===== src/rtl/core/sjvr_pkg.sv =====
// Shared types, widths, codes and reset values of the six-axis jog velocity ramp.
package sjvr_pkg;

	localparam int AXES      = 6;
	localparam int MAX_AXES  = 6;
	localparam int SPEED_W   = 16;
	localparam int LIMIT_W   = 15;
	localparam int STEP_W    = 15;
	localparam int HOLD_W    = 10;
	localparam int KEY_W     = 8;
	localparam int JOG_W     = 2 * MAX_AXES;
	localparam int CFG_IDX_W = 3;
	localparam int CFG_DAT_W = 15;
	localparam int CALC_W    = SPEED_W + 2;

	localparam logic OP_KEY  = 1'b0;
	localparam logic OP_TICK = 1'b1;

	localparam logic [KEY_W-1:0] KEY_LOWER   = 8'h61;
	localparam logic [KEY_W-1:0] KEY_DEFAULT = 8'h73;
	localparam logic [KEY_W-1:0] KEY_RAISE   = 8'h64;

	localparam logic [STEP_W-1:0]  RST_ACCEL   = 15'd1287;
	localparam logic [STEP_W-1:0]  RST_DECEL   = 15'd129;
	localparam logic [HOLD_W-1:0]  RST_HOLD    = 10'd100;
	localparam logic [LIMIT_W-1:0] RST_DEFAULT = 15'd12868;
	localparam logic [STEP_W-1:0]  RST_STEP    = 15'd410;
	localparam logic [LIMIT_W-1:0] RST_FLOOR   = 15'd410;
	localparam logic [LIMIT_W-1:0] RST_CEILING = 15'd25326;
	localparam logic [LIMIT_W-1:0] LIMIT_MAX   = 15'h7FFF;

	typedef enum logic [CFG_IDX_W-1:0] {
		REG_ACCEL   = 3'd0,
		REG_DECEL   = 3'd1,
		REG_HOLD    = 3'd2,
		REG_DEFAULT = 3'd3,
		REG_STEP    = 3'd4,
		REG_FLOOR   = 3'd5,
		REG_CEILING = 3'd6
	} reg_idx_t;

	typedef logic signed [SPEED_W-1:0] speed_t;

	typedef struct packed {
		logic [STEP_W-1:0]  accel;
		logic [STEP_W-1:0]  decel;
		logic [HOLD_W-1:0]  hold_ticks;
		logic [LIMIT_W-1:0] vmax;
	} ramp_cfg_t;

	typedef struct packed {
		logic [HOLD_W-1:0] count;
		logic [1:0]        pair;
		speed_t            speed;
	} axis_state_t;

	typedef struct packed {
		logic       hit;
		logic [3:0] bit_idx;
	} jog_key_t;

	function automatic jog_key_t jog_decode(input logic [KEY_W-1:0] key);
		jog_key_t r;
		r.hit     = 1'b1;
		r.bit_idx = 4'd0;
		case (key)
			8'h31:   r.bit_idx = 4'd0;
			8'h32:   r.bit_idx = 4'd1;
			8'h33:   r.bit_idx = 4'd2;
			8'h34:   r.bit_idx = 4'd3;
			8'h35:   r.bit_idx = 4'd4;
			8'h36:   r.bit_idx = 4'd5;
			8'h37:   r.bit_idx = 4'd6;
			8'h38:   r.bit_idx = 4'd7;
			8'h39:   r.bit_idx = 4'd8;
			8'h30:   r.bit_idx = 4'd9;
			8'h2D:   r.bit_idx = 4'd10;
			8'h3D:   r.bit_idx = 4'd11;
			default: r.hit     = 1'b0;
		endcase
		return r;
	endfunction

endpackage


===== src/rtl/core/sjvr_if.sv =====
// Channel interfaces: input items, result items and configuration writes.
interface sjvr_in_if import sjvr_pkg::*; ();
	logic             valid;
	logic             ready;
	logic             op;
	logic [KEY_W-1:0] key_code;
	modport source(output valid, op, key_code, input ready);
	modport sink(input valid, op, key_code, output ready);
endinterface

interface sjvr_out_if import sjvr_pkg::*; ();
	logic               valid;
	logic               ready;
	logic [SPEED_W-1:0] speed_axis0;
	logic [SPEED_W-1:0] speed_axis1;
	logic [SPEED_W-1:0] speed_axis2;
	logic [SPEED_W-1:0] speed_axis3;
	logic [SPEED_W-1:0] speed_axis4;
	logic [SPEED_W-1:0] speed_axis5;
	logic [LIMIT_W-1:0] speed_limit_now;
	logic [JOG_W-1:0]   jog_bits;
	modport source(output valid, speed_axis0, speed_axis1, speed_axis2, speed_axis3,
		speed_axis4, speed_axis5, speed_limit_now, jog_bits, input ready);
	modport sink(input valid, speed_axis0, speed_axis1, speed_axis2, speed_axis3,
		speed_axis4, speed_axis5, speed_limit_now, jog_bits, output ready);
endinterface

interface sjvr_cfg_if import sjvr_pkg::*; ();
	logic                 valid;
	logic                 ready;
	logic [CFG_IDX_W-1:0] index;
	logic [CFG_DAT_W-1:0] data;
	modport source(output valid, index, data, input ready);
	modport sink(input valid, index, data, output ready);
endinterface


===== src/rtl/core/sjvr_axis_ramp.sv =====
// One axis on a tick: latch expiry, hold counter and velocity ramp or decay.
module sjvr_axis_ramp import sjvr_pkg::*; (
	input  ramp_cfg_t   cfg,
	input  axis_state_t cur,
	output axis_state_t nxt
);

	logic                     expire;
	logic [1:0]               pair;
	logic signed [CALC_W-1:0] v;
	logic signed [CALC_W-1:0] vmax;
	logic signed [CALC_W-1:0] acc;
	logic signed [CALC_W-1:0] dec;
	logic signed [CALC_W-1:0] v_nx;

	always_comb begin
		expire = (cur.count >= cfg.hold_ticks);
		pair   = expire ? 2'b00 : cur.pair;
		v      = CALC_W'(cur.speed);
		vmax   = $signed({{(CALC_W-LIMIT_W){1'b0}}, cfg.vmax});
		acc    = $signed({{(CALC_W-STEP_W){1'b0}}, cfg.accel});
		dec    = $signed({{(CALC_W-STEP_W){1'b0}}, cfg.decel});
		if (pair[0]) begin
			v_nx = (v < vmax - acc) ? v + acc : vmax;
		end else if (pair[1]) begin
			v_nx = (v > acc - vmax) ? v - acc : -vmax;
		end else if (v > dec) begin
			v_nx = v - dec;
		end else if (v < -dec) begin
			v_nx = v + dec;
		end else begin
			v_nx = '0;
		end
		nxt.count = expire ? cur.count : cur.count + HOLD_W'(1);
		nxt.pair  = pair;
		nxt.speed = speed_t'(v_nx[SPEED_W-1:0]);
	end

endmodule


===== src/rtl/core/six_axis_jog_velocity_ramp_unit.sv =====
// Top level of the six-axis jog velocity ramp unit.
//
// Channels: jog_in carries items (op 0 = key byte in key_code, op 1 = 1 ms tick);
// jog_out carries one result per item: six signed Q4.12 speed targets, the current
// speed limit and the twelve jog latch bits; cfg writes the seven ramp registers
// (index 0 accel_step .. 6 max_speed_ceiling), always ready; write them only while idle,
// which the block itself does not enforce. An item is taken into an input register;
// the state and the result register are updated from it once the result register is
// free, and the result is then offered on jog_out. One item is accepted every cycle
// while jog_out is taken every cycle; the input-to-result path is six parallel ramp units.
// Reset clears the jog latches, hold counters and speeds, sets the speed limit and
// all registers to their default values and empties both stages.
// When the receiver stalls, the result holds on jog_out, one more item may wait in
// the input register, and jog_in.ready drops until the result is taken.
module six_axis_jog_velocity_ramp_unit import sjvr_pkg::*; (
	input  logic        clk,
	input  logic        arst_n,
	sjvr_in_if.sink     jog_in,
	sjvr_out_if.source  jog_out,
	sjvr_cfg_if.sink    cfg
);

	logic [STEP_W-1:0]  accel_q;
	logic [STEP_W-1:0]  decel_q;
	logic [HOLD_W-1:0]  hold_q;
	logic [LIMIT_W-1:0] default_q;
	logic [STEP_W-1:0]  step_q;
	logic [LIMIT_W-1:0] floor_q;
	logic [LIMIT_W-1:0] ceiling_q;

	logic               valid_s1;
	logic               op_s1;
	logic [KEY_W-1:0]   key_s1;
	logic               advance;

	logic [JOG_W-1:0]                latch_q;
	logic [AXES-1:0][HOLD_W-1:0]     cnt_q;
	speed_t [AXES-1:0]               speed_q;
	logic [LIMIT_W-1:0]              limit_q;

	logic [JOG_W-1:0]                latch_nx;
	logic [AXES-1:0][HOLD_W-1:0]     cnt_nx;
	speed_t [AXES-1:0]               speed_nx;
	logic [LIMIT_W-1:0]              limit_nx;
	speed_t [MAX_AXES-1:0]           speed_full;

	logic                            out_valid_q;
	speed_t [MAX_AXES-1:0]           out_speed_q;
	logic [LIMIT_W-1:0]              out_limit_q;
	logic [JOG_W-1:0]                out_jog_q;

	ramp_cfg_t                       ramp_cfg;
	axis_state_t [AXES-1:0]          ramp_cur;
	axis_state_t [AXES-1:0]          ramp_nxt;
	jog_key_t                        jog;
	logic [LIMIT_W:0]                lower_diff;
	logic [LIMIT_W:0]                raise_sum;

	assign cfg.ready = 1'b1;

	always_ff @(posedge clk or negedge arst_n) begin
		if (!arst_n) begin
			accel_q   <= RST_ACCEL;
			decel_q   <= RST_DECEL;
			hold_q    <= RST_HOLD;
			default_q <= RST_DEFAULT;
			step_q    <= RST_STEP;
			floor_q   <= RST_FLOOR;
			ceiling_q <= RST_CEILING;
		end else if (cfg.valid) begin
			unique case (cfg.index)
				REG_ACCEL:   accel_q   <= cfg.data;
				REG_DECEL:   decel_q   <= cfg.data;
				REG_HOLD:    hold_q    <= cfg.data[HOLD_W-1:0];
				REG_DEFAULT: default_q <= cfg.data;
				REG_STEP:    step_q    <= cfg.data;
				REG_FLOOR:   floor_q   <= cfg.data;
				REG_CEILING: ceiling_q <= cfg.data;
				default: ;
			endcase
		end
	end

	assign advance      = valid_s1 && (!out_valid_q || jog_out.ready);
	assign jog_in.ready = !valid_s1 || advance;

	always_ff @(posedge clk or negedge arst_n) begin
		if (!arst_n) begin
			valid_s1 <= 1'b0;
		end else if (jog_in.ready) begin
			valid_s1 <= jog_in.valid;
		end
	end

	always_ff @(posedge clk) begin
		if (jog_in.valid && jog_in.ready) begin
			op_s1  <= jog_in.op;
			key_s1 <= jog_in.key_code;
		end
	end

	assign ramp_cfg.accel      = accel_q;
	assign ramp_cfg.decel      = decel_q;
	assign ramp_cfg.hold_ticks = hold_q;
	assign ramp_cfg.vmax       = limit_q;

	for (genvar g = 0; g < AXES; g++) begin : g_axis
		assign ramp_cur[g].count = cnt_q[g];
		assign ramp_cur[g].pair  = latch_q[2*g +: 2];
		assign ramp_cur[g].speed = speed_q[g];
		sjvr_axis_ramp u_ramp (
			.cfg (ramp_cfg),
			.cur (ramp_cur[g]),
			.nxt (ramp_nxt[g])
		);
	end

	always_comb begin
		jog        = jog_decode(key_s1);
		lower_diff = {1'b0, limit_q} - {1'b0, step_q};
		raise_sum  = {1'b0, limit_q} + {1'b0, step_q};
		latch_nx   = latch_q;
		cnt_nx     = cnt_q;
		speed_nx   = speed_q;
		limit_nx   = limit_q;
		if (op_s1 == OP_TICK) begin
			for (int a = 0; a < AXES; a++) begin
				latch_nx[2*a +: 2] = ramp_nxt[a].pair;
				cnt_nx[a]          = ramp_nxt[a].count;
				speed_nx[a]        = ramp_nxt[a].speed;
			end
		end else if (jog.hit) begin
			if (jog.bit_idx[3:1] < AXES) begin
				latch_nx[jog.bit_idx]   = 1'b1;
				cnt_nx[jog.bit_idx[3:1]] = '0;
			end
		end else begin
			unique case (key_s1)
				KEY_LOWER: begin
					if (limit_q > floor_q)
						limit_nx = lower_diff[LIMIT_W] ? '0 : lower_diff[LIMIT_W-1:0];
				end
				KEY_DEFAULT: limit_nx = default_q;
				KEY_RAISE: begin
					if (limit_q < ceiling_q)
						limit_nx = raise_sum[LIMIT_W] ? LIMIT_MAX : raise_sum[LIMIT_W-1:0];
				end
				default: ;
			endcase
		end
	end

	for (genvar g = 0; g < MAX_AXES; g++) begin : g_full
		if (g < AXES) begin : g_on
			assign speed_full[g] = speed_nx[g];
		end else begin : g_off
			assign speed_full[g] = '0;
		end
	end

	always_ff @(posedge clk or negedge arst_n) begin
		if (!arst_n) begin
			latch_q <= '0;
			cnt_q   <= '0;
			speed_q <= '0;
			limit_q <= RST_DEFAULT;
		end else if (advance) begin
			latch_q <= latch_nx;
			cnt_q   <= cnt_nx;
			speed_q <= speed_nx;
			limit_q <= limit_nx;
		end
	end

	always_ff @(posedge clk or negedge arst_n) begin
		if (!arst_n) begin
			out_valid_q <= 1'b0;
		end else if (advance) begin
			out_valid_q <= 1'b1;
		end else if (jog_out.ready) begin
			out_valid_q <= 1'b0;
		end
	end

	always_ff @(posedge clk) begin
		if (advance) begin
			out_speed_q <= speed_full;
			out_limit_q <= limit_nx;
			out_jog_q   <= latch_nx;
		end
	end

	assign jog_out.valid           = out_valid_q;
	assign jog_out.speed_axis0     = out_speed_q[0];
	assign jog_out.speed_axis1     = out_speed_q[1];
	assign jog_out.speed_axis2     = out_speed_q[2];
	assign jog_out.speed_axis3     = out_speed_q[3];
	assign jog_out.speed_axis4     = out_speed_q[4];
	assign jog_out.speed_axis5     = out_speed_q[5];
	assign jog_out.speed_limit_now = out_limit_q;
	assign jog_out.jog_bits        = out_jog_q;

	a_no_overrun: assert property (@(posedge clk) disable iff (!arst_n)
		jog_in.valid && jog_in.ready |-> !valid_s1 || advance)
		else $error("item accepted over a held item");

	a_result_source: assert property (@(posedge clk) disable iff (!arst_n)
		$rose(out_valid_q) |-> $past(valid_s1))
		else $error("result without an item");

	a_key_keeps_speed: assert property (@(posedge clk) disable iff (!arst_n)
		advance && op_s1 == OP_KEY |=> $stable(speed_q))
		else $error("key item changed a speed");

	a_tick_keeps_limit: assert property (@(posedge clk) disable iff (!arst_n)
		advance && op_s1 == OP_TICK |=> $stable(limit_q))
		else $error("tick item changed the speed limit");

endmodule

===== src/flat_wrapper.sv =====
// flat-port wrapper written by rule: the top's interface ports become plain ports
module six_axis_jog_velocity_ramp_unit_flat import sjvr_pkg::*;
  (clk, arst_n, jog_in_valid, jog_in_op, jog_in_key_code, jog_in_ready, jog_out_valid, jog_out_speed_axis0, jog_out_speed_axis1, jog_out_speed_axis2, jog_out_speed_axis3, jog_out_speed_axis4, jog_out_speed_axis5, jog_out_speed_limit_now, jog_out_jog_bits, jog_out_ready, cfg_valid, cfg_index, cfg_data, cfg_ready);
  sjvr_in_if jog_in_i ();
  sjvr_out_if jog_out_i ();
  sjvr_cfg_if cfg_i ();
  input  logic clk;
  input  logic arst_n;
  input wire logic [$bits(jog_in_i.valid)-1:0] jog_in_valid;
  input wire logic [$bits(jog_in_i.op)-1:0] jog_in_op;
  input wire logic [$bits(jog_in_i.key_code)-1:0] jog_in_key_code;
  output wire logic [$bits(jog_in_i.ready)-1:0] jog_in_ready;
  output wire logic [$bits(jog_out_i.valid)-1:0] jog_out_valid;
  output wire logic [$bits(jog_out_i.speed_axis0)-1:0] jog_out_speed_axis0;
  output wire logic [$bits(jog_out_i.speed_axis1)-1:0] jog_out_speed_axis1;
  output wire logic [$bits(jog_out_i.speed_axis2)-1:0] jog_out_speed_axis2;
  output wire logic [$bits(jog_out_i.speed_axis3)-1:0] jog_out_speed_axis3;
  output wire logic [$bits(jog_out_i.speed_axis4)-1:0] jog_out_speed_axis4;
  output wire logic [$bits(jog_out_i.speed_axis5)-1:0] jog_out_speed_axis5;
  output wire logic [$bits(jog_out_i.speed_limit_now)-1:0] jog_out_speed_limit_now;
  output wire logic [$bits(jog_out_i.jog_bits)-1:0] jog_out_jog_bits;
  input wire logic [$bits(jog_out_i.ready)-1:0] jog_out_ready;
  input wire logic [$bits(cfg_i.valid)-1:0] cfg_valid;
  input wire logic [$bits(cfg_i.index)-1:0] cfg_index;
  input wire logic [$bits(cfg_i.data)-1:0] cfg_data;
  output wire logic [$bits(cfg_i.ready)-1:0] cfg_ready;
  assign jog_in_i.valid = jog_in_valid;
  assign jog_in_i.op = jog_in_op;
  assign jog_in_i.key_code = jog_in_key_code;
  assign jog_in_ready = jog_in_i.ready;
  assign jog_out_valid = jog_out_i.valid;
  assign jog_out_speed_axis0 = jog_out_i.speed_axis0;
  assign jog_out_speed_axis1 = jog_out_i.speed_axis1;
  assign jog_out_speed_axis2 = jog_out_i.speed_axis2;
  assign jog_out_speed_axis3 = jog_out_i.speed_axis3;
  assign jog_out_speed_axis4 = jog_out_i.speed_axis4;
  assign jog_out_speed_axis5 = jog_out_i.speed_axis5;
  assign jog_out_speed_limit_now = jog_out_i.speed_limit_now;
  assign jog_out_jog_bits = jog_out_i.jog_bits;
  assign jog_out_i.ready = jog_out_ready;
  assign cfg_i.valid = cfg_valid;
  assign cfg_i.index = cfg_index;
  assign cfg_i.data = cfg_data;
  assign cfg_ready = cfg_i.ready;
  six_axis_jog_velocity_ramp_unit u_core (.clk(clk), .arst_n(arst_n), .jog_in(jog_in_i), .jog_out(jog_out_i), .cfg(cfg_i));
endmodule

===== config.mk =====
export PLATFORM = sky130hd
export DESIGN_NAME = six_axis_jog_velocity_ramp_unit_flat
export DESIGN_NICKNAME = d
export VERILOG_FILES = /design/src/rtl/core/sjvr_pkg.sv /design/src/rtl/core/sjvr_if.sv /design/src/rtl/core/sjvr_axis_ramp.sv /design/src/rtl/core/six_axis_jog_velocity_ramp_unit.sv /design/src/flat_wrapper.sv
export SDC_FILE = /design/constraint.sdc
export NUM_CORES = 2
export LEC_CHECK = 0
export ABC_CLOCK_PERIOD_IN_PS = 8650
export BUFFER_PORTS_ARGS = -buffer_cell sky130_fd_sc_hd__buf_2
export CELL_PAD_IN_SITES_DETAIL_PLACEMENT = 1
export CELL_PAD_IN_SITES_GLOBAL_PLACEMENT = 1
export CORE_AREA = 2 2 261 521
export DETAILED_ROUTE_END_ITERATION = 10
export DIE_AREA = 0 0 263 523
export PLACE_DENSITY = 0.63
export SYNTH_ARGS = -nofsm -noshare
export SYNTH_HDL_FRONTEND = slang
export SYNTH_SLANG_ARGS = --single-unit

===== constraint.sdc =====
create_clock -name clk -period 8.65 [get_ports clk]
set_clock_uncertainty 0.05 [all_clocks]
set_input_delay 0.865 -clock clk [delete_from_list [all_inputs] [get_ports clk]]
set_output_delay 0.865 -clock clk [all_outputs]
set_load 0.005 [all_outputs]

==> summary.md <==
| Metric | Value |
|---|---|
| Core Rows | 190 |
| Bufs on Longest Clock Path | 3 |
| TritonCTS buffer count | 47 |
| TritonCTS clock tree | yes |
| Most used DFF post-synth | dfrtp_1 |
| Final setup fails | 0 |
| RSZ-0062 raised after global routing | false |
| Mean post-synth cell area | between 8 and 9 sq um |
| DR WL met3 | around 17 mm |
| Reg-to-reg critical path endpoint | u_core.jog_out.speed_axis2[11] |
| Worst R2R Setup Slack | 1260 ps |
| Largest net degree at the start of global routing | roughly 120 |
| Top post-synthesis cells by area | ha_1 (20%), dfrtp_1 (13%), edfxtp_1 (8.1%) |
| Number of global-route vias before repair | approximately 53,000 |
| Status | finished clean |
| Final #Nets | between 6,000 and 7,000 |
| Post-Syn Instances | 5,984 |
| Max Used Layer | met5 |
| Routability congestion estimate | between 1 and 1.5 |
| Initial core utilization | 36.8% |
| Die W | between 200 and 300 um |
| First-pass GRT wire length | a little over 400 mm |
| Maximum fanout along the worst path | 15 |
| Non-Filler Instances | ~7,900 |
| #FFs+latches synth | around 420 |
| Syn Nets | just under 7,000 |
| Drt drc | 0 |
| CP Data Required Time | 9080 ps |
| Post-CTS sizing | 0 |
| Leakage | ~24 nW |
| Placed cell count | 7,813 |
| Number of synthesis warnings | 0 |
| Hold Buf Count CTS | 0 |
| Power Density | a little over 400 nW/um^2 |
| VDD IR max | approximately 0.19 mV |
| Period utilisation layout | a little under nine tenths |
| Period minus WS final | 7390 ps |
| Fin Setup TNS | 0 ps |
| Synthesized area | 49,200 sq um |
| Clock transition at path regs | 70 ps |
| Total global routing overflow | 0 |
| Met2 WL | 138 mm |
| Pre-antenna DRT Iters | 5 |
| Initial antenna violation count | 34 |
| Die area | ~140,000 sq um |
| ANT nets after route | 0 |
| Worst R2R Path Depth | 21 |
| Post-CTS setup buffers | 0 |
| Max_slew headroom | about 7.7% |
| Htree depth | 2 |
| Max capacitance violation total | 0 |
| CP arrival | 7820 ps |
| Register area share after synthesis | ~23% |
| Kind of critical path | reg2reg |
| Max Fclk | between 100 and 150 MHz |
| Fraction of layout cells with a size suffix above 1 | between 10% and 20% |
| Die H | around 520 um |
| Leading area contributor after synthesis | ha_1 |
| Detailed Place HPWL | approximately 220 mm |
| Port bufs | between 150 and 200 |
| Synth async-reset ratio | between 60% and 70% |
| CTS root buf | clkbuf_16 |
| Vias | around 52,000 |
| Skew-Pair Late Insertion Delay | between 600 and 700 ps |
| Core Box Area | 134,000 sq um |
| Via/cell ratio | around 6.6 |
| Detailed Route WL | 293 mm |
| Worst slew pin tran | 1380 ps |
| Number of synthesized flops with an enable pin | approximately 130 |
| Metal-1 WL | 99.3 mm |
| Crit path launch type | flip-flop |
| GRT Util Overall | between 40 and 50% |
| Clk sink count | 417 |
| Layout area overhead | 11.4% |
| Yosys top cell area share | around a fifth |
| Avg WL per Cell | approximately 37 um |
| Max Slew Vio Count | 0 |
| HP Class | in2async |
| Fillers | around 16,000 |
| Post-synth cell types | 97 |
| Initial drt markers | between 4,000 and 5,000 |
| RR Startpoint | u_core.accel_q[0] |
| Ports | 158 |
| CP Capture Type | flip-flop |
| Final-report hold violation count | 0 |
[per-stage QoR]
step                setup WS, ps  hold WS, ps  utilization (%)  instance area [sq um]  power, mW
floorplan                   2560          399                -                  49200       13.6
global placement            1530          423             39.8                  53100       19.7
detailed placement          1470          435             39.8                  53100       20.0
CTS                         1420          147             41.0                  54700       22.3
global route                 971          163             41.0                  54800       23.9
finish                      1260          129             41.0                  54800       22.8
[layer usage]
| layer | vias up | GRT usage, % |
|---|---|---|
| met1 | 26300 | 41.9 |
| met2 | 2214 | 69.8 |
| met4 | 12 | 46.5 |
| met5 | - | 0 |
| li1 | 22500 | - |
| met3 | 971 | 6.46 |
[worst max-delay path, stage by stage, from the launching register on]
cell,delay [ps]
dfstp_2,1000
ha_1,260
inv_1,60
fa_1,420
a21o_1,180
a21oi_1,280
o21bai_1,150
a21oi_1,410
o21ai_0,270
a221o_1,360
a21oi_1,170
xor2_1,350
ha_1,340
or4b_2,660
a2111oi_0,400
o221ai_1,210
o21ai_2,620
inv_1,250
nor4_1,280
nand4b_1,150
o31ai_1,110
a21oi_1,200
[power breakdown]
part           switching, mW  internal [mW]
Sequential              1.18           2.68
Combinational           10.7           5.93
Clock                  0.979           1.27
Total                   12.9           9.88
[cell usage in the layout (no fill, tap or decap), drive strengths merged, types with 132 or more instances in the layout]
| master | n |
|---|---|
| nor2 | 505 |
| nand2 | 435 |
| dfrtp | 246 |
| edfxtp | 132 |
| a21oi | 510 |
| nor3 | 157 |
| inv | 320 |
| xnor2 | 180 |
| o21ai | 513 |
| ha | 793 |
| buf | 375 |
[registers in the layout (all words and copies together) (netlist names), 16 cells and up]
register / count
u_core.ramp_cur: 96
u_core.jog_out.speed_axis4: 16
u_core.jog_out.speed_axis5: 16
u_core.jog_out.speed_axis3: 16
u_core.jog_out.speed_axis2: 16
u_core.jog_out.speed_axis0: 16
u_core.jog_out.speed_axis1: 16
u_core.cnt_q: 60
[cells in the mapped netlist (29+ instances only)]
library cell	instances
and3_1	48
mux2i_1	53
o21ai_0	507
inv_1	318
nand2b_1	95
a31oi_1	74
o22ai_1	40
a21oi_1	510
a21o_1	126
nand3_1	111
xor2_1	49
a221oi_1	47
clkbuf_1	251
ha_1	793
nor2_1	505
nor2b_1	112
dfrtp_1	246
edfxtp_1	132
a211o_1	29
a221o_1	30
xnor2_1	180
nand2_1	435
dfstp_2	39
nor3_1	157
a211oi_1	89
o21bai_1	66
nand4_1	64
mux2_2	98
o211ai_1	72
o31ai_1	44
o21a_1	80
or3_1	42
[cell type report]
class	instances	area, sq um	area share, %
clock buffer	67	1350	2.46
tap	1728	2160	3.94
inverter	322	1210	2.21
clock inverter	20	272	0.495
sequential	417	11200	20.4
antenna	26	65.1	0.119
multi-input combinational	4971	36100	65.9
timing repair buffer	375	2460	4.49
[logic make-up after synthesis]
group / after synthesis / synth area share [%]
AO/OA/AOI/OAI: 2039 / 27.1
XOR/XNOR: 230 / 4.12
adder cells (fa/ha/maj): 823 / 21.3
buffers and inverters: 596 / 4.62
flip-flops: 417 / 22.6
multiplexers: 151 / 3.32
other: 1 / 0.00762
AND/OR/NAND/NOR: 1727 / 16.8
[worst max path at each step]
stage	slack, ps	end	cells after the start	start
after global routing	970	u_core.jog_out.speed_axis2[11]	21	u_core.accel_q[0]
after detailed placement	1470	u_core.jog_out.speed_axis2[10]	21	u_core.accel_q[0]
after CTS	1420	u_core.jog_out.speed_axis2[11]	21	u_core.accel_q[0]
after global placement	1530	u_core.jog_out.speed_axis2[10]	21	u_core.accel_q[0]
final	1260	u_core.jog_out.speed_axis2[11]	21	u_core.accel_q[0]
after floorplan	2560	u_core.jog_out.speed_axis1[12]	19	u_core.accel_q[1]
No activity file was read; power rests on OpenSTA's default activity.
